**src/sv/rwsc_pkg.sv**
```systemverilog
// Shared types, codes and constants for the Reno window sender controller.
package rwsc_pkg;

    localparam int SEQ_SPACE = 256;
    localparam int SEQ_W     = $clog2(SEQ_SPACE);

    localparam int DIVD_W = 34;  // mss*mss << 16
    localparam int DIVS_W = 32;  // window in 24.8

    localparam logic [8:0]  SEG_SIZE_RST  = 9'd509;
    localparam logic [15:0] TOTAL_RST     = 16'd0;
    localparam logic [8:0]  LAST_LEN_RST  = 9'd509;
    localparam logic [15:0] TIMEOUT_RST   = 16'd500;
    localparam logic [31:0] CWND_RST      = {15'd0, SEG_SIZE_RST, 8'd0};
    localparam logic [23:0] THR_RST       = {11'd0, SEG_SIZE_RST, 4'd0};

    typedef enum logic [1:0] {
        ACT_SEND  = 2'd0,
        ACT_ACK   = 2'd1,
        ACT_TICK  = 2'd2,
        ACT_START = 2'd3
    } t_action;

    typedef enum logic [1:0] {
        CFG_SEG_SIZE = 2'd0,
        CFG_TOTAL    = 2'd1,
        CFG_LAST_LEN = 2'd2,
        CFG_TIMEOUT  = 2'd3
    } t_cfg_index;

    localparam logic [1:0] PH_SLOW_START = 2'd0;
    localparam logic [1:0] PH_CONG_AVOID = 2'd1;
    localparam logic [1:0] PH_FAST_REC   = 2'd2;

    typedef enum logic [1:0] {
        S_IDLE,
        S_EVAL,
        S_DIV,
        S_DONE
    } t_state;

    typedef struct packed {
        logic busy;
        logic done;
    } t_div_stat;

endpackage

```
**src/sv/rwsc_div.sv**
```systemverilog
// Restoring divider, one quotient bit per cycle.
module rwsc_div
    import rwsc_pkg::*;
(
    input  logic              i_clk,
    input  logic              i_rst_n,
    input  logic              i_start,
    input  logic [DIVD_W-1:0] i_dividend,
    input  logic [DIVS_W-1:0] i_divisor,
    output logic [DIVD_W-1:0] o_quotient,
    output t_div_stat         o_stat
);

    localparam int CNT_W = $clog2(DIVD_W + 1);

    logic [DIVD_W-1:0] r_quo;
    logic [DIVS_W-1:0] r_rem;
    logic [DIVS_W-1:0] r_div;
    logic [CNT_W-1:0]  r_cnt;
    logic              r_busy;
    logic              r_done;
    logic [DIVS_W:0]   w_shift;
    logic [DIVS_W:0]   w_trial;
    logic              w_fit;

    assign w_shift = {r_rem, r_quo[DIVD_W-1]};
    assign w_trial = w_shift - {1'b0, r_div};
    assign w_fit   = w_shift >= {1'b0, r_div};

    always_ff @(posedge i_clk) begin
        if (!i_rst_n) begin
            r_busy <= 1'b0;
            r_done <= 1'b0;
            r_cnt  <= '0;
        end else begin
            r_done <= 1'b0;
            if (i_start) begin
                r_busy <= 1'b1;
                r_cnt  <= CNT_W'(DIVD_W);
            end else if (r_busy) begin
                r_cnt <= r_cnt - 1'b1;
                if (r_cnt == CNT_W'(1)) begin
                    r_busy <= 1'b0;
                    r_done <= 1'b1;
                end
            end
        end
    end

    always_ff @(posedge i_clk) begin
        if (i_start) begin
            r_quo <= i_dividend;
            r_rem <= '0;
            r_div <= i_divisor;
        end else if (r_busy) begin
            r_quo <= {r_quo[DIVD_W-2:0], w_fit};
            r_rem <= w_fit ? w_trial[DIVS_W-1:0] : w_shift[DIVS_W-1:0];
        end
    end

    assign o_quotient  = r_quo;
    assign o_stat.busy = r_busy;
    assign o_stat.done = r_done;

endmodule

```
**config.mk**
```make
export PLATFORM = sky130hd
export DESIGN_NAME = rwsc_div
export DESIGN_NICKNAME = d
export VERILOG_FILES = /design/src/sv/rwsc_pkg.sv /design/src/sv/rwsc_div.sv
export SDC_FILE = /design/constraint.sdc
export NUM_CORES = 1
export LEC_CHECK = 0
export ABC_AREA = 1
export BUFFER_PORTS_ARGS = -buffer_cell sky130_fd_sc_hd__clkbuf_2
export CORE_ASPECT_RATIO = 0.6
export CORE_MARGIN = 2
export CORE_UTILIZATION = 35
export DETAILED_ROUTE_END_ITERATION = 7
export PLACE_DENSITY = 0.56
export SETUP_SLACK_MARGIN = 0.1
export SYNTH_ARGS = -nofsm -noshare
export SYNTH_HDL_FRONTEND = slang
export SYNTH_SLANG_ARGS = --single-unit
```
**constraint.sdc**
```tcl
create_clock -name i_clk -period 2.17 [get_ports i_clk]
set_input_delay 0.1085 -clock i_clk [delete_from_list [all_inputs] [get_ports i_clk]]
set_output_delay 0.1085 -clock i_clk [all_outputs]
set_load 0.005 [all_outputs]
```
After elaboration in Yosys (flattened, before gate mapping) --
Index checks and enable logic that the tools add are counted.
Cells by class: add/sub/neg operators 2, magnitude comparators 1, equality and inequality tests 1, mux-type cells 9, bitwise operators 2, reduce and logical (&&, ||, !) cells 3
Operators by type and width (number):
- 34-bit 2-to-1 mux | 2
- 33-bit by 32-bit greater-or-equal comparator with 1-bit output | 1
- 32-bit 2-to-1 mux | 1
- 32-bit subtractor | 1
- 6-bit 2-to-1 mux | 2
- 6-bit by 1-bit equality test with 1-bit output (second input constant) | 1
- 6-bit by 1-bit subtractor with 6-bit output (second input constant) | 1
- 1-bit 2-to-1 mux | 4
- 3-bit OR reduction | 1
- 1-bit NOT | 2
- 2-bit nonzero test | 1
- 2-bit OR reduction | 1
Word-level totals: register bits after elaboration 106, output and inout port bits 36, logic and storage cells 25

Depth between registers and ports, before layout --
depth after elaboration 4, mapped depth 17

Worst setup path after synthesis --
Ideal clock, no wire load.
kind register to register, from reg r_busy, to reg r_quo[0] (netlist: o_quotient[0]) (enable), data arrival time 1712 ps, slack 46 ps, stages on the path, launching flop included 4, buffers on the path 1, cells stage by stage dfxtp_1 > nor2_1 > inv_1 > clkbuf_1
On the way: longest elaborated chain between the ends 1
RTL lines:
- start: declaration | RTL line rwsc_div.sv:20 | logic r_busy;
- start signal: assignment | RTL line rwsc_div.sv:32 | r_busy <= 1'b0;
- start signal: assignment | RTL line rwsc_div.sv:38 | r_busy <= 1'b1;
- start signal: assignment | RTL line rwsc_div.sv:43 | r_busy <= 1'b0;
- 2-bit nonzero test (no line)
- end signal: assignment | RTL line rwsc_div.sv:52 | r_quo <= i_dividend;
- end signal: assignment | RTL line rwsc_div.sv:56 | r_quo <= {r_quo[DIVD_W-2:0], w_fit};
- end: declaration | RTL line rwsc_div.sv:16 | logic [DIVD_W-1:0] r_quo;
No other way between the ends. A chain may end at the register's enable or synchronous reset.

Worst setup path in the final report --
from reg r_div[18], to reg r_rem[12]
On the way: longest elaborated chain between the ends 2
RTL lines:
- start: declaration | RTL line rwsc_div.sv:18 | logic [DIVS_W-1:0] r_div;
- start signal: assignment | RTL line rwsc_div.sv:54 | r_div <= i_divisor;
- 33-bit by 32-bit greater-or-equal comparator with 1-bit output | RTL line rwsc_div.sv:28 | assign w_fit = w_shift >= {1'b0, r_div};
- 32-bit 2-to-1 mux | RTL line rwsc_div.sv:57 | r_rem <= w_fit ? w_trial[DIVS_W-1:0] : w_shift[DIVS_W-1:0];
- end signal: assignment | RTL line rwsc_div.sv:57
- end: declaration | RTL line rwsc_div.sv:17 | logic [DIVS_W-1:0] r_rem;
No other way between the ends.

==> impl_metrics.env <==
export IMPL_rsz0062_at_grt="true"
export IMPL_syn_nets=1115
export IMPL_design_area_um2=10260
export IMPL_max_cap_viol_count=0
export IMPL_p_sw_share_pct=27.65
export IMPL_boundaryPins=105
export IMPL_cp_end_kind="register"
export IMPL_worst_path_max_delay_cell="edfxtp_1"
export IMPL_die_w_um=186.9
export IMPL_p_switching_uw=1363
export IMPL_p_leak_uw=0.005277
export IMPL_nNetsFinal=1360
export IMPL_layout_drive_gt1_share_pct=31.96
export IMPL_internal_power_uw=3566
export IMPL_synth_area_top_cells="edfxtp_1, nand2_1, dfxtp_1"
export IMPL_fmax_mhz=476.7
export IMPL_drt_pass1_iterations=5
export IMPL_path_max_fanout=6
export IMPL_initial_core_util_pct=35.37
export IMPL_syn2layout_area_growth_pct=46.05
export IMPL_n_antenna_cell=0
export IMPL_p_per_area_nw_per_um2=480.2
export IMPL_worst_slew_pin_slew_ns=0.4791
export IMPL_hp_class="input port to register"
export IMPL_wl_per_cell_um=14.16
export IMPL_yosys_area_top_type="edfxtp_1"
export IMPL_clkPwrFrac_pct=32.9
export IMPL_cts_sinks=106
export IMPL_synth_seq_cells=106
export IMPL_multi_input_area_um2=4120
export IMPL_placed_cell_area_um2=8477
export IMPL_fillers=1953
export IMPL_clock_latency_ns=0.37
export IMPL_met2_usage_pct=27.73
export IMPL_cts_tree="yes"
export IMPL_cts_buffers=9
export IMPL_cp_required_ns=2.41
export IMPL_ant_nets=0
export IMPL_synth_lib_cells_used_distinct=39
export IMPL_cp_cell_sequence="inv_2 -> ha_4 -> nand2_4 -> nor2_4 -> nand2_2 -> nor2_4 -> nand2_2 -> nor2_4 -> nor2_4 -> nand2_4 -> buf_12 -> buf_12 -> nand2_2 -> nand3_1 -> o21ai_1"
export IMPL_hpwl_mm=15.97
export IMPL_grt_pass1_wl_mm=32.96
export IMPL_wirelength_mm=21.72
export IMPL_grtUsageMet3_pct=4.431
export IMPL_grt_max_degree=41
export IMPL_synth_top_area_share_pct=28.21
export IMPL_ys_seq_area_share_pct=39.60
export IMPL_antenna_found_initial=0
export IMPL_status="complete, no violations"
export IMPL_vias_per_cell=4.529
export IMPL_critPathKind="register to register"
export IMPL_dieArea_um2=21260
export IMPL_slew_viol_final=0
export IMPL_max_stage_delay_ns=0.36
export IMPL_syn_avg_cell_area_um2=6.950
export IMPL_grt_util_all_layers_pct=20.13
export IMPL_max_slew_margin_rel_pct=68.02
export IMPL_setup_viol=0
export IMPL_fp_dieH_um=113.8
export IMPL_htree_num_levels=3
export IMPL_drc=0
export IMPL_finalPower_uw=4928
export IMPL_vdd_drop_max_v=0.0003790
export IMPL_grt_pass1_vias=6301
export IMPL_period_share_pct=96.67
export IMPL_row_count=40
export IMPL_start_kind="register"
export IMPL_cts_buffer_depth=2
export IMPL_initialDrtViolationCount=610
export IMPL_place_gp_congestion=0.9145
export IMPL_grt_overflow=0
export IMPL_seqPwrFrac_pct=47.6
export IMPL_grt_use_met1_pct=31.61
export IMPL_design_core_area_um2=19870
export IMPL_path_common_cell="nor2_4"
export IMPL_vias=6948
export IMPL_io_buffer_count=104
export IMPL_clk_pin_slew_worst_paths_ns=0.07
export IMPL_syn_area_um2=7027
export IMPL_period_minus_slack_ns=2.098
export IMPL_crit_arrival_ns=2.34
export IMPL_combPwrFrac_pct=19.4
export IMPL_regArea_um2=2784
export IMPL_hold_violations=0
export IMPL_skew_ns=0.009637
export IMPL_syn_inst=1011
export IMPL_grt_busiest_layer="met1"
export IMPL_ys_warn_count=0
export IMPL_ctsRootBufferMaster="clkbuf_16"
==> state kept, by name (all words and copies together) (netlist names) <==
name and count:
r_done 1, o_quotient 34, r_rem 32, r_div 32
r_cnt 6, r_busy 1
==> critical path: cells and delay by family (launching register included) <==
family | cells | cell delay (ns)
simple gates | 10 | 0.88
flops | 1 | 0.36
buf+inv | 3 | 0.34
fa+ha+maj | 1 | 0.31
compound gates | 1 | 0.07
==> path summary, 6_finish.rpt <==
path                                      from              to  slack, ns  depth (start not counted)
worst min register to register       r_rem[13]       r_rem[13]       0.50                          2
worst min-delay path            i_dividend[23]  o_quotient[23]       0.02                          3
worst max-delay path                 r_div[18]       r_rem[12]       0.07                         15
worst max register to register       r_div[18]       r_rem[12]       0.07                         15
==> power by group through the flow <==
stage	Clock (uW)	Combinational (uW)	Sequential (uW)
floorplan	0	369	2390
global placement	0	736	2390
detailed placement	0	738	2390
CTS	1680	880	2340
global route	1760	1050	2360
finish	1620	958	2350
==> synth_stat cells (all sizes together) <==
cell,instances
nor2,50
nor4,1
fa,1
a211oi,1
a21oi,21
edfxtp,66
nand3b,14
xnor2,13
nor3,6
inv,188
nand3,82
o21bai,3
and3,1
a31oi,1
o21a,2
buf,13
a221oi,1
and2,4
nor3b,3
o21ai,16
xor2,1
ha,34
nand4,8
dfxtp,40
nand2,429
clkbuf,12
==> timing repair <==
item	4_1_cts	5_1_grt
hold endpoints to repair	42	1
setup buffers	16	6
pin swaps	15	44
resized for setup	61	108
hold buffers	42	1
cloned	1	4
setup endpoints to repair	33	33
==> layout by cell type, fill, tap and decap left out, types with 19 or more instances in the layout <==
cell and count:
nor2_1 28, nand3_1 63, buf_4 93, nand3_2 19
inv_2 19, dlygate4sd3_1 43, edfxtp_1 66, nand2_1 359
ha_4 29, inv_1 169, clkbuf_2 103, nand2_2 59
dfxtp_1 39
==> per-layer routing <==
| layer | up-vias | wire, um |
|---|---|---|
| met2 | 174 | 8404 |
| li1 | 3616 | - |
| met1 | 3135 | 11920 |
| met3 | 23 | 1131 |
| met4 | 0 | 265 |
| met5 | - | 0 |
==> logic make-up (layout without fill, tap and decap cells) <==
group	after synthesis	in the layout	share of synthesized area, %
buffers and inverters	213	463	12.11
flip-flops	106	106	39.60
XOR/XNOR	14	14	1.745
AND/OR/NAND/NOR	598	598	36.66
adder cells (fa/ha/maj)	35	35	6.339
AO/OA/AOI/OAI	45	45	3.544
==> area by class of cell <==
cell class | instances | share of cell area [%]
multi-input cells | 692 | 40.15
flip-flops and latches | 106 | 27.13
repair buffers | 259 | 19.74
inverters | 188 | 6.876
well taps | 273 | 3.328
clock buffers | 10 | 2.329
clock inverters | 6 | 0.4511
==> through the flow <==
step	util, %	setup WS (ns)	cells	setup TNS [ns]	hold slack, ns
2_1_floorplan	-	0.1822	1011	0	0.2074
3_3_place_gp	42.66	-0.04492	1448	-0.09018	0.2851
3_5_place_dp	42.66	-0.1250	1448	-0.8816	0.2871
4_1_cts	49.00	0.09521	1523	0	0.00003630
5_1_grt	51.65	-0.05727	1534	-0.2817	0.009457
6_report	51.65	0.07234	1534	0	0.01702
No activity file was read; power rests on OpenSTA's default activity.
